**src/hdl/hfr_pkg.sv**
```systemverilog
// ----------------------------------------------------------------------------
// HTTP request framer package
// Shared widths, character codes and result tags for the framer and its
// stream interfaces.
// ----------------------------------------------------------------------------
package hfr_pkg;

    // Default width of offsets and lengths inside the framer
    localparam int DEF_LENGTH_BITS = 32;

    // Width of the reported lengths
    localparam int OUT_BITS = 32;
    localparam logic [OUT_BITS-1:0] OUT_MAX = {OUT_BITS{1'b1}};

    // Byte tag carried with every result
    typedef logic [1:0] role_t;
    localparam role_t ROLE_OTHER  = 2'd0;
    localparam role_t ROLE_METHOD = 2'd1;
    localparam role_t ROLE_URL    = 2'd2;

    // Character codes
    localparam logic [7:0] CH_TAB   = 8'h09;
    localparam logic [7:0] CH_LF    = 8'h0A;
    localparam logic [7:0] CH_CR    = 8'h0D;
    localparam logic [7:0] CH_SP    = 8'h20;
    localparam logic [7:0] CH_PLUS  = 8'h2B;
    localparam logic [7:0] CH_MINUS = 8'h2D;
    localparam logic [7:0] CH_ZERO  = 8'h30;
    localparam logic [7:0] CH_NINE  = 8'h39;
    localparam logic [7:0] CH_COLON = 8'h3A;

    // Header name matcher: index into the name, and a sticky mismatch mark
    typedef logic [4:0] match_t;
    localparam match_t NAME_LEN  = 5'd14;
    localparam match_t NAME_FAIL = 5'd31;

    // Characters of the header name that carries the body length
    function automatic logic [7:0] hdr_char(input logic [3:0] idx);
        logic [7:0] ch;
        case (idx)
            4'd0:    ch = 8'h43; // C
            4'd1:    ch = 8'h6F; // o
            4'd2:    ch = 8'h6E; // n
            4'd3:    ch = 8'h74; // t
            4'd4:    ch = 8'h65; // e
            4'd5:    ch = 8'h6E; // n
            4'd6:    ch = 8'h74; // t
            4'd7:    ch = 8'h2D; // -
            4'd8:    ch = 8'h4C; // L
            4'd9:    ch = 8'h65; // e
            4'd10:   ch = 8'h6E; // n
            4'd11:   ch = 8'h67; // g
            4'd12:   ch = 8'h74; // t
            4'd13:   ch = 8'h68; // h
            default: ch = 8'h00;
        endcase
        return ch;
    endfunction

endpackage

```
**src/hdl/hfr_byte_if.sv**
```systemverilog
// ----------------------------------------------------------------------------
// HTTP request framer byte stream
// Valid/ready channel carrying one request byte and its end-of-buffer mark.
// ----------------------------------------------------------------------------
interface hfr_byte_if;
    logic       valid;
    logic       ready;
    logic [7:0] data_byte;
    logic       last_byte;

    modport source (output valid, output data_byte, output last_byte, input ready);
    modport sink   (input valid, input data_byte, input last_byte, output ready);
endinterface

```
**src/hdl/hfr_result_if.sv**
```systemverilog
// ----------------------------------------------------------------------------
// HTTP request framer result stream
// Valid/ready channel carrying the tag of each byte and the framing verdict.
// ----------------------------------------------------------------------------
interface hfr_result_if;
    logic                          valid;
    logic                          ready;
    hfr_pkg::role_t                byte_role;
    logic                          done_res;
    logic                          complete;
    logic [hfr_pkg::OUT_BITS-1:0]  frame_length;
    logic [hfr_pkg::OUT_BITS-1:0]  content_length;

    modport source (output valid, output byte_role, output done_res, output complete,
                    output frame_length, output content_length, input ready);
    modport sink   (input valid, input byte_role, input done_res, input complete,
                    input frame_length, input content_length, output ready);
endinterface

```
**src/hdl/http_request_framer.sv**
```systemverilog
// ----------------------------------------------------------------------------
// HTTP request framer
// Scans a buffered HTTP/1.1 request byte by byte, tags method and URL bytes,
// picks out the Content-Length header and reports whether the request is
// complete when the last byte arrives.
// ----------------------------------------------------------------------------
// The framer takes one request byte per clock, unless a held result is not yet
// taken, and returns one registered result per byte; it keeps this rate for any
// length of buffer, limited only by the combinational parse step (line tracking,
// header name match and one decimal digit of the length value) that sits in
// front of the result register. The result for the byte marked last carries
// done_res, the completeness verdict, the frame length and the content length;
// all other results carry zero there. After the last byte the framer is back
// in its reset state and the next byte starts a new request. Offsets and
// lengths are LENGTH_BITS wide and saturate; the reported lengths saturate at
// 32 bits. No clearing pass is needed after reset.
module http_request_framer #(
    parameter int LENGTH_BITS = hfr_pkg::DEF_LENGTH_BITS
) (
    input  logic         clk,
    input  logic         rst_n,
    hfr_byte_if.sink     bytes,
    hfr_result_if.source results
);

    localparam int LB = LENGTH_BITS;
    localparam int WB = (LB > hfr_pkg::OUT_BITS) ? LB : hfr_pkg::OUT_BITS;
    localparam logic [LB-1:0] LMAX = {LB{1'b1}};

    // Request line and header phases
    localparam logic [2:0] PH_METHOD  = 3'd0;
    localparam logic [2:0] PH_GAP     = 3'd1;
    localparam logic [2:0] PH_URL     = 3'd2;
    localparam logic [2:0] PH_REST    = 3'd3;
    localparam logic [2:0] PH_HEADERS = 3'd4;
    localparam logic [2:0] PH_BODY    = 3'd5;

    // Length value parse states
    localparam logic [1:0] VS_SKIP = 2'd0;
    localparam logic [1:0] VS_POS  = 2'd1;
    localparam logic [1:0] VS_NEG  = 2'd2;
    localparam logic [1:0] VS_STOP = 2'd3;

    // Per-line parse state
    typedef struct packed {
        logic [2:0]      phase;
        hfr_pkg::match_t match;
        logic            colon;
        logic [1:0]      vst;
        logic [LB-1:0]   acc;
    } line_t;

    // Saturating add of two lengths
    function automatic logic [LB-1:0] sat_add(input logic [LB-1:0] a, input logic [LB-1:0] b);
        logic [LB:0] s;
        s = {1'b0, a} + {1'b0, b};
        return s[LB] ? LMAX : s[LB-1:0];
    endfunction

    // Clip a length to the reported width
    function automatic logic [hfr_pkg::OUT_BITS-1:0] clip_out(input logic [LB-1:0] v);
        logic [WB-1:0] e;
        e = WB'(v);
        if (e > WB'(hfr_pkg::OUT_MAX))
            return hfr_pkg::OUT_MAX;
        return e[hfr_pkg::OUT_BITS-1:0];
    endfunction

    // Tag of a byte fed on the request line
    function automatic hfr_pkg::role_t role_of(input logic [2:0] ph, input logic [7:0] c);
        hfr_pkg::role_t r;
        case (ph)
            PH_METHOD: r = (c == hfr_pkg::CH_SP) ? hfr_pkg::ROLE_OTHER : hfr_pkg::ROLE_METHOD;
            PH_GAP:    r = (c == hfr_pkg::CH_SP) ? hfr_pkg::ROLE_OTHER : hfr_pkg::ROLE_URL;
            PH_URL:    r = (c == hfr_pkg::CH_SP) ? hfr_pkg::ROLE_OTHER : hfr_pkg::ROLE_URL;
            default:   r = hfr_pkg::ROLE_OTHER;
        endcase
        return r;
    endfunction

    // Advance the line state by one ordinary byte
    function automatic line_t line_feed(input line_t s, input logic [7:0] c);
        line_t         n;
        logic [LB+3:0] prod;
        logic          digit;
        logic          blank;
        n     = s;
        digit = (c >= hfr_pkg::CH_ZERO) && (c <= hfr_pkg::CH_NINE);
        blank = (c == hfr_pkg::CH_SP) || ((c >= hfr_pkg::CH_TAB) && (c <= hfr_pkg::CH_CR));
        prod  = ({4'b0, s.acc} << 3) + ({4'b0, s.acc} << 1) + (LB+4)'(c[3:0]);
        case (s.phase)
            PH_METHOD: if (c == hfr_pkg::CH_SP) n.phase = PH_GAP;
            PH_GAP:    if (c != hfr_pkg::CH_SP) n.phase = PH_URL;
            PH_URL:    if (c == hfr_pkg::CH_SP) n.phase = PH_REST;
            PH_REST:   n.phase = PH_REST;
            default:
            begin
                if (!s.colon)
                begin
                    // match the header name up to the first colon
                    if (c == hfr_pkg::CH_COLON)
                        n.colon = 1'b1;
                    else if (s.match < hfr_pkg::NAME_LEN && c == hfr_pkg::hdr_char(s.match[3:0]))
                        n.match = s.match + 5'd1;
                    else
                        n.match = hfr_pkg::NAME_FAIL;
                end
                else if (s.match == hfr_pkg::NAME_LEN && s.vst != VS_STOP)
                begin
                    // parse the length value: blanks, sign, digits
                    if (digit)
                    begin
                        if (s.vst == VS_SKIP)
                            n.vst = VS_POS;
                        n.acc = (prod > (LB+4)'(LMAX)) ? LMAX : prod[LB-1:0];
                    end
                    else if (s.vst == VS_SKIP)
                    begin
                        if (blank)
                            n.vst = VS_SKIP;
                        else if (c == hfr_pkg::CH_PLUS)
                            n.vst = VS_POS;
                        else if (c == hfr_pkg::CH_MINUS)
                            n.vst = VS_NEG;
                        else
                            n.vst = VS_STOP;
                    end
                    else
                    begin
                        if (s.vst == VS_NEG && s.acc != '0)
                            n.acc = LMAX;
                        n.vst = VS_STOP;
                    end
                end
            end
        endcase
        return n;
    endfunction

    // State registers
    line_t         line_reg, line_next;
    logic [LB-1:0] byte_offset_reg, byte_offset_next;
    logic [LB-1:0] line_start_reg, line_start_next;
    logic [LB-1:0] reached_reg, reached_next;
    logic [LB-1:0] body_length_reg, body_length_next;
    logic          prev_cr_reg, prev_cr_next;
    logic          line_bad_reg, line_bad_next;

    // Result registers
    logic                         out_valid_reg;
    hfr_pkg::role_t               role_reg, role_next;
    logic                         done_reg, done_next;
    logic                         complete_reg, complete_next;
    logic [hfr_pkg::OUT_BITS-1:0] frame_reg, frame_next;
    logic [hfr_pkg::OUT_BITS-1:0] content_reg, content_next;

    logic          in_fire;
    line_t         fed_cr;
    line_t         fed_byte;
    logic [LB-1:0] total;
    logic [LB-1:0] final_reached;
    logic [LB-1:0] body_present;

    assign bytes.ready = !out_valid_reg || results.ready;
    assign in_fire     = bytes.valid && bytes.ready;

    // Feed a pending CR that did not start a line break, then the new byte
    assign fed_cr   = prev_cr_reg ? line_feed(line_reg, hfr_pkg::CH_CR) : line_reg;
    assign fed_byte = line_feed(fed_cr, bytes.data_byte);
    assign total    = (byte_offset_reg == LMAX) ? LMAX : byte_offset_reg + LB'(1);

    // Parse one byte and form its result
    always_comb
    begin
        line_next        = line_reg;
        line_start_next  = line_start_reg;
        reached_next     = reached_reg;
        body_length_next = body_length_reg;
        prev_cr_next     = prev_cr_reg;
        line_bad_next    = line_bad_reg;
        byte_offset_next = total;
        role_next        = hfr_pkg::ROLE_OTHER;
        final_reached    = reached_reg;
        body_present     = '0;

        if (!line_bad_reg && line_reg.phase != PH_BODY)
        begin
            if (prev_cr_reg && bytes.data_byte == hfr_pkg::CH_LF)
            begin
                // end of line
                prev_cr_next = 1'b0;
                if (line_reg.phase <= PH_REST)
                begin
                    if (line_reg.phase == PH_URL || line_reg.phase == PH_REST)
                    begin
                        line_next.phase = PH_HEADERS;
                        line_start_next = total;
                    end
                    else
                    begin
                        line_bad_next = 1'b1;
                        reached_next  = byte_offset_reg - LB'(1);
                    end
                end
                else
                begin
                    if (line_reg.colon)
                    begin
                        if (line_reg.match == hfr_pkg::NAME_LEN)
                            body_length_next = (line_reg.vst == VS_NEG && line_reg.acc != '0)
                                             ? LMAX : line_reg.acc;
                    end
                    else
                        line_next.phase = PH_BODY;
                    line_start_next = total;
                end
                line_next.match = '0;
                line_next.colon = 1'b0;
                line_next.vst   = VS_SKIP;
                line_next.acc   = '0;
            end
            else if (bytes.data_byte == hfr_pkg::CH_CR)
            begin
                // hold the CR until the next byte tells whether a break follows
                prev_cr_next = 1'b1;
                line_next    = fed_cr;
            end
            else
            begin
                prev_cr_next = 1'b0;
                line_next    = fed_byte;
                role_next    = role_of(fed_cr.phase, bytes.data_byte);
            end
        end

        // verdict on the last byte
        done_next     = bytes.last_byte;
        complete_next = 1'b0;
        frame_next    = '0;
        content_next  = '0;
        if (!line_bad_next)
            final_reached = (line_next.phase <= PH_REST) ? total : line_start_next;
        else
            final_reached = reached_next;
        body_present = total - final_reached;
        if (bytes.last_byte)
        begin
            complete_next = !line_bad_next && line_next.phase == PH_BODY
                          && (body_length_next == '0 || body_present >= body_length_next);
            frame_next    = clip_out(sat_add(final_reached, body_length_next));
            content_next  = clip_out(body_length_next);
        end
    end

    // Update parse state; return to reset after the last byte
    always_ff @(posedge clk or negedge rst_n)
    begin
        if (!rst_n)
        begin
            line_reg        <= '{phase: PH_METHOD, match: '0, colon: 1'b0,
                                 vst: VS_SKIP, acc: '0};
            byte_offset_reg <= '0;
            line_start_reg  <= '0;
            reached_reg     <= '0;
            body_length_reg <= '0;
            prev_cr_reg     <= 1'b0;
            line_bad_reg    <= 1'b0;
        end
        else if (in_fire)
        begin
            if (bytes.last_byte)
            begin
                line_reg        <= '{phase: PH_METHOD, match: '0, colon: 1'b0,
                                     vst: VS_SKIP, acc: '0};
                byte_offset_reg <= '0;
                line_start_reg  <= '0;
                reached_reg     <= '0;
                body_length_reg <= '0;
                prev_cr_reg     <= 1'b0;
                line_bad_reg    <= 1'b0;
            end
            else
            begin
                line_reg        <= line_next;
                byte_offset_reg <= byte_offset_next;
                line_start_reg  <= line_start_next;
                reached_reg     <= reached_next;
                body_length_reg <= body_length_next;
                prev_cr_reg     <= prev_cr_next;
                line_bad_reg    <= line_bad_next;
            end
        end
    end

    // Hold the result until it is taken
    always_ff @(posedge clk or negedge rst_n)
    begin
        if (!rst_n)
            out_valid_reg <= 1'b0;
        else if (in_fire)
            out_valid_reg <= 1'b1;
        else if (results.ready)
            out_valid_reg <= 1'b0;
    end

    // Load the result payload
    always_ff @(posedge clk)
    begin
        if (in_fire)
        begin
            role_reg     <= role_next;
            done_reg     <= done_next;
            complete_reg <= complete_next;
            frame_reg    <= frame_next;
            content_reg  <= content_next;
        end
    end

    assign results.valid          = out_valid_reg;
    assign results.byte_role      = role_reg;
    assign results.done_res       = done_reg;
    assign results.complete       = complete_reg;
    assign results.frame_length   = frame_reg;
    assign results.content_length = content_reg;

    // Only the last result of a request carries lengths and a verdict
    assert property (@(posedge clk) disable iff (!rst_n)
        results.valid && !results.done_res
        |-> !results.complete && results.frame_length == '0 && results.content_length == '0)
        else $error("framing fields set on a result that is not the last");

    // A complete request ends in its body, never on a tagged byte
    assert property (@(posedge clk) disable iff (!rst_n)
        results.valid && results.complete
        |-> results.done_res && results.byte_role == hfr_pkg::ROLE_OTHER)
        else $error("complete flagged on a tagged or non-final byte");

    // The frame always covers the body length
    assert property (@(posedge clk) disable iff (!rst_n)
        results.valid |-> results.frame_length >= results.content_length)
        else $error("frame length below content length");

    // A rejected request line freezes the parser on the request line
    assert property (@(posedge clk) disable iff (!rst_n)
        line_bad_reg |-> !prev_cr_reg && line_reg.phase <= PH_REST)
        else $error("parser moved on after a rejected request line");

    // The last byte returns the parser to its start
    assert property (@(posedge clk) disable iff (!rst_n)
        in_fire && bytes.last_byte
        |=> byte_offset_reg == '0 && line_reg.phase == PH_METHOD && !line_bad_reg)
        else $error("parser not restarted after the last byte");

endmodule
```
**src/flat_wrapper.sv**
```systemverilog
// flat-port wrapper written by rule: the top's interface ports become plain ports
module http_request_framer_flat 
#(
    parameter int LENGTH_BITS = hfr_pkg::DEF_LENGTH_BITS
)
  (clk, rst_n, bytes_valid, bytes_data_byte, bytes_last_byte, bytes_ready, results_valid, results_byte_role, results_done_res, results_complete, results_frame_length, results_content_length, results_ready);
  hfr_byte_if bytes_i ();
  hfr_result_if results_i ();
  input  logic clk;
  input  logic rst_n;
  input wire logic [$bits(bytes_i.valid)-1:0] bytes_valid;
  input wire logic [$bits(bytes_i.data_byte)-1:0] bytes_data_byte;
  input wire logic [$bits(bytes_i.last_byte)-1:0] bytes_last_byte;
  output wire logic [$bits(bytes_i.ready)-1:0] bytes_ready;
  output wire logic [$bits(results_i.valid)-1:0] results_valid;
  output wire logic [$bits(results_i.byte_role)-1:0] results_byte_role;
  output wire logic [$bits(results_i.done_res)-1:0] results_done_res;
  output wire logic [$bits(results_i.complete)-1:0] results_complete;
  output wire logic [$bits(results_i.frame_length)-1:0] results_frame_length;
  output wire logic [$bits(results_i.content_length)-1:0] results_content_length;
  input wire logic [$bits(results_i.ready)-1:0] results_ready;
  assign bytes_i.valid = bytes_valid;
  assign bytes_i.data_byte = bytes_data_byte;
  assign bytes_i.last_byte = bytes_last_byte;
  assign bytes_ready = bytes_i.ready;
  assign results_valid = results_i.valid;
  assign results_byte_role = results_i.byte_role;
  assign results_done_res = results_i.done_res;
  assign results_complete = results_i.complete;
  assign results_frame_length = results_i.frame_length;
  assign results_content_length = results_i.content_length;
  assign results_i.ready = results_ready;
  http_request_framer #(.LENGTH_BITS(LENGTH_BITS)) u_core (.clk(clk), .rst_n(rst_n), .bytes(bytes_i), .results(results_i));
endmodule
```
**config.mk**
```make
export PLATFORM = sky130hd
export DESIGN_NAME = http_request_framer_flat
export DESIGN_NICKNAME = d
export VERILOG_FILES = /design/src/hdl/hfr_pkg.sv /design/src/hdl/hfr_byte_if.sv /design/src/hdl/hfr_result_if.sv /design/src/hdl/http_request_framer.sv /design/src/flat_wrapper.sv
export SDC_FILE = /design/constraint.sdc
export NUM_CORES = 1
export LEC_CHECK = 0
export BUFFER_PORTS_ARGS = -buffer_cell sky130_fd_sc_hd__clkbuf_2
export CAP_MARGIN = 20
export CORE_AREA = 2 2 160 318
export DETAILED_ROUTE_END_ITERATION = 8
export DIE_AREA = 0 0 162 320
export SLEW_MARGIN = 20
export SYNTH_ARGS = -nofsm -noshare
export SYNTH_HDL_FRONTEND = slang
export SYNTH_SLANG_ARGS = --single-unit
```
**constraint.sdc**
```tcl
create_clock -name clk -period 7.3 [get_ports clk]
set_input_delay 1.095 -clock clk [delete_from_list [all_inputs] [get_ports clk]]
set_output_delay 1.095 -clock clk [all_outputs]
set_load 0.1 [all_outputs]
```
==> metrics.txt <==
# TYPE chip_impl_metric gauge
chip_impl_metric{name="boundaryPins",unit=""} 83
chip_impl_metric{name="yosysUniqueCellTypes",unit=""} 91
chip_impl_info{name="critical_path.endpoint",value="u_core.results.complete"} 1
chip_impl_info{name="crit_type",value="flip-flop to flip-flop"} 1
chip_impl_info{name="endpoint_kind",value="flip-flop"} 1
chip_impl_metric{name="cts.sinks",unit=""} 242
chip_impl_metric{name="worst_ep_required_time",unit="ps"} 7610
chip_impl_metric{name="r2r_slack",unit="ps"} 460
chip_impl_metric{name="globalRouteOverflowTotal",unit=""} 0
chip_impl_metric{name="placement.io_buffers",unit=""} 82
chip_impl_metric{name="average_footprint_of_a_synthesized_cell",unit="um2"} 8.36
chip_impl_metric{name="largest_register_ff_count",unit=""} 43
chip_impl_metric{name="routed-via-count",unit=""} 17922
chip_impl_info{name="crit_path_start",value="u_core.byte_offset_reg[8]"} 1
chip_impl_metric{name="detail_route.vias_per_cell",unit=""} 5.88
chip_impl_metric{name="vias_in_the_first_global_route",unit=""} 18299
chip_impl_metric{name="setup_violations",unit=""} 0
chip_impl_metric{name="finalClockSkew",unit="ps"} 13.1
chip_impl_metric{name="mappedNetlistNets",unit=""} 2464
chip_impl_metric{name="clock_transition_time_at_the_flip_flop_clock_pins_of_the_worst_setup_and_hold_paths",unit="ps"} 80
chip_impl_metric{name="clock_tree.buffer_depth",unit=""} 3
chip_impl_metric{name="finalHoldViolations",unit=""} 0
chip_impl_metric{name="initial_core_util",unit="%"} 38.7
chip_impl_metric{name="cp_slowest_stage_delay",unit="ps"} 650
chip_impl_metric{name="min_period_over_period",unit="%"} 93.7
chip_impl_metric{name="setup_ws",unit="ps"} 463
chip_impl_metric{name="yosys_register_bits",unit=""} 242
chip_impl_metric{name="antenna_found_initial",unit=""} 0
chip_impl_info{name="yosys.cell_count.top_type",value="sky130_fd_sc_hd__nand2_1"} 1
chip_impl_metric{name="critPathMaxFanout",unit=""} 9
chip_impl_metric{name="fin_nets",unit=""} 2570
chip_impl_info{name="synthTopCellsByCount",value="229 x sky130_fd_sc_hd__nand2_1, 200 x sky130_fd_sc_hd__nor2_1, 191 x sky130_fd_sc_hd__o21ai_0"} 1
chip_impl_metric{name="asyncSetResetFlopFracSynth",unit="%"} 71.9
chip_impl_info{name="worst_r2r_startpoint",value="u_core.byte_offset_reg[8]"} 1
chip_impl_metric{name="number_of_antenna_violating_nets_in_the_routed_design",unit=""} 0
chip_impl_metric{name="final_cell_area",unit="mm2"} 0.0217
chip_impl_metric{name="tightest_slew",unit="ps"} 1060
chip_impl_metric{name="fillers",unit=""} 4933
chip_impl_info{name="hold_class",value="flip-flop to flip-flop"} 1
chip_impl_metric{name="design.core.area",unit="mm2"} 0.0492
chip_impl_metric{name="areaGrowthSynthToFinish",unit="%"} 13.7
chip_impl_metric{name="tritoncts_buffers",unit=""} 25
chip_impl_metric{name="post-route-drc-count",unit=""} 0
chip_impl_metric{name="die_h",unit="um"} 320
chip_impl_metric{name="synthesis.instances",unit=""} 2281
chip_impl_info{name="crit_family",value="simple AND/OR/NAND/NOR gates"} 1
chip_impl_metric{name="wirelength",unit="mm"} 68.5
chip_impl_metric{name="finalWeightedCongestion",unit=""} 0.989
chip_impl_metric{name="drtIter0Drc",unit=""} 996
chip_impl_metric{name="floorplan.die_area",unit="mm2"} 0.0518
chip_impl_info{name="crit_path_top_delay_cell",value="sky130_fd_sc_hd__or4_4"} 1
chip_impl_info{name="cts_root_cell",value="sky130_fd_sc_hd__clkbuf_16"} 1
chip_impl_metric{name="multi_input_comb_area",unit="mm2"} 0.0117
chip_impl_metric{name="placementRows",unit=""} 115
chip_impl_metric{name="cp_data_arrival_time",unit="ps"} 7150
chip_impl_info{name="netlist.top_cell.by_area",value="sky130_fd_sc_hd__dfrtp_1"} 1
chip_impl_metric{name="final_period_minus_worst_setup_slack",unit="ps"} 6840
chip_impl_metric{name="grt_first_pass_wirelength",unit="mm"} 105
chip_impl_metric{name="worst_slew_margin_rel",unit="%"} 29.6
chip_impl_info{name="run_status",value="completed"} 1
chip_impl_metric{name="grt_max_degree",unit=""} 81
chip_impl_metric{name="synth_enable_flop_cells",unit=""} 68
chip_impl_info{name="synthFlopType",value="sky130_fd_sc_hd__dfrtp_1"} 1
chip_impl_metric{name="power-per-cell-area",unit="mW/mm2"} 194
chip_impl_metric{name="report.final.slew_viol_count",unit=""} 0
chip_impl_metric{name="total_leakage_power",unit="nW"} 10.5
chip_impl_metric{name="synth_sequential_area_ratio",unit="%"} 33.5
chip_impl_metric{name="synth_warnings",unit=""} 0
chip_impl_metric{name="cp.depth",unit=""} 29
chip_impl_info{name="timing.critical_path.mode_cell",value="sky130_fd_sc_hd__a21o_1"} 1
chip_impl_metric{name="firstDrtPassIters",unit=""} 5
chip_impl_info{name="synth.top_cells.by_area",value="sky130_fd_sc_hd__dfrtp_1 23%, sky130_fd_sc_hd__ha_1 11%, sky130_fd_sc_hd__edfxtp_1 11%, sky130_fd_sc_hd__o21ai_0 5.0%, sky130_fd_sc_hd__nand2_1 4.5%"} 1
chip_impl_metric{name="pre_cts_setup_slack",unit="ps"} -158
chip_impl_metric{name="synthesis.area",unit="mm2"} 0.0191
chip_impl_info{name="unrepaired_setup_endpoints_after_global_routing",value="no"} 1
chip_impl_info{name="worst_setup_path_start_kind",value="flip-flop"} 1
chip_impl_metric{name="clock_tree.htree_level_count",unit=""} 1
chip_impl_metric{name="antenna_cells_inserted",unit=""} 0
chip_impl_info{name="cts_tree",value="built"} 1
chip_impl_metric{name="fmax",unit="MHz"} 146
chip_impl_metric{name="cell_area_placed",unit="mm2"} 0.0208
chip_impl_metric{name="max_cap_violations",unit=""} 0
chip_impl_metric{name="clkLatencyLatePin",unit="ps"} 570
chip_impl_metric{name="peakVddDrop",unit="uV"} 168
chip_impl_metric{name="hpwlAfterDp",unit="mm"} 53.7
chip_impl_metric{name="cts.repair_timing.setup_buffer_count",unit=""} 0
chip_impl_metric{name="hold_path_depth",unit=""} 2
chip_impl_info{name="timing.rr.end",value="u_core.results.complete"} 1
chip_impl_metric{name="crit_buf_inv",unit=""} 1
chip_impl_metric{name="register_area",unit="mm2"} 0.00640
chip_impl_metric{name="track_usage",unit="%"} 26.1
chip_impl_metric{name="wl_per_cell",unit="um"} 22.5
chip_impl_metric{name="report.power.total",unit="mW"} 4.20
chip_impl_metric{name="final_layout_size_suffix_gt1_share",unit="%"} 13.2
chip_impl_metric{name="die_x",unit="um"} 162
chip_impl_metric{name="synth_top_area_share",unit="%"} 22.8
chip_impl_metric{name="worst_reg_to_reg_cells",unit=""} 29
==> layer usage <==
layer	GRT usage [%]	up-vias	wire [um]
li1	-	8510	-
met1	25.6	8716	23400
met2	50.0	490	37500
met3	1.91	206	1940
met4	19.4	0	5750
met5	0	-	0
==> cells by family after synthesis <==
group	Yosys count	synth area share (%)
AOI/OAI and AO/OA	734	24.8
xor gates and xnor gates	133	6.11
adders and majority gates	171	11.4
buffers and inverters	258	5.27
DFF	242	33.5
muxes	7	0.381
and+or+nand+nor	736	18.5
==> worst register-to-register path, delay by kind of cell, from the launching register on <==
family	cells	cell delay, ps
and+or+nand+nor	15	3060
AOI/OAI and AO/OA	9	1930
adders and majority gates	2	650
DFF	1	510
xor gates and xnor gates	2	410
buffers and inverters	1	50
==> layout by cell type, fill, tap and decap left out, types with 43 or more instances in the layout <==
cell type                  count
sky130_fd_sc_hd__nor3_1       63
sky130_fd_sc_hd__buf_4       126
sky130_fd_sc_hd__xnor2_1      77
sky130_fd_sc_hd__clkbuf_2     81
sky130_fd_sc_hd__dfrtp_1     174
sky130_fd_sc_hd__nor2_1      198
sky130_fd_sc_hd__a21oi_1     155
sky130_fd_sc_hd__o21ai_0     189
sky130_fd_sc_hd__a21o_1       65
sky130_fd_sc_hd__ha_1        166
sky130_fd_sc_hd__xor2_1       56
sky130_fd_sc_hd__nand2_1     228
sky130_fd_sc_hd__edfxtp_1     68
sky130_fd_sc_hd__inv_1       125
sky130_fd_sc_hd__a31oi_1      43
==> area by class of cell <==
cell class | instances | share of cell area, %
flip-flops and latches | 242 | 29.5
repair buffers | 210 | 6.47
well taps | 643 | 3.71
multi-input cells | 1781 | 54.1
inverters | 127 | 2.20
clock inverters | 17 | 0.923
clock buffers | 28 | 3.13
==> timing repair <==
action / in CTS / in global routing
hold buffers: 0 / 0
endpoints found under the setup margin: 0 / 1
gates resized for setup: 0 / 5
==> worst min-delay path by stage <==
stage | start | to | slack, ps
2_1_floorplan | u_core.reached_reg[10] | u_core.reached_reg[10] | 450
3_3_place_gp | u_core.reached_reg[10] | u_core.reached_reg[10] | 460
3_5_place_dp | u_core.body_length_reg[28] | u_core.body_length_reg[28] | 470
4_1_cts | u_core.body_length_reg[12] | u_core.body_length_reg[12] | 490
5_1_grt | u_core.body_length_reg[28] | u_core.body_length_reg[28] | 500
6_report | u_core.reached_reg[9] | u_core.reached_reg[9] | 480
==> through the flow <==
step           std cells  utilization [%]  hold slack (ps)  TNS, ps
2_1_floorplan       2281                -              450        0
5_1_grt             3048             44.1              505        0
6_report            3048             44.1              482        0
4_1_cts             3048             44.0              486        0
3_5_place_dp        3003             42.2              470     -158
3_3_place_gp        3003             42.2              462        0
==> power by group <==
part | switching, mW | internal [mW] | total (mW)
combinational | 0.777 | 0.533 | 1.31
clock | 0.618 | 0.815 | 1.43
sequential | 0.0252 | 1.43 | 1.46
total | 1.42 | 2.78 | 4.20
(Power assumes the default switching activity.)
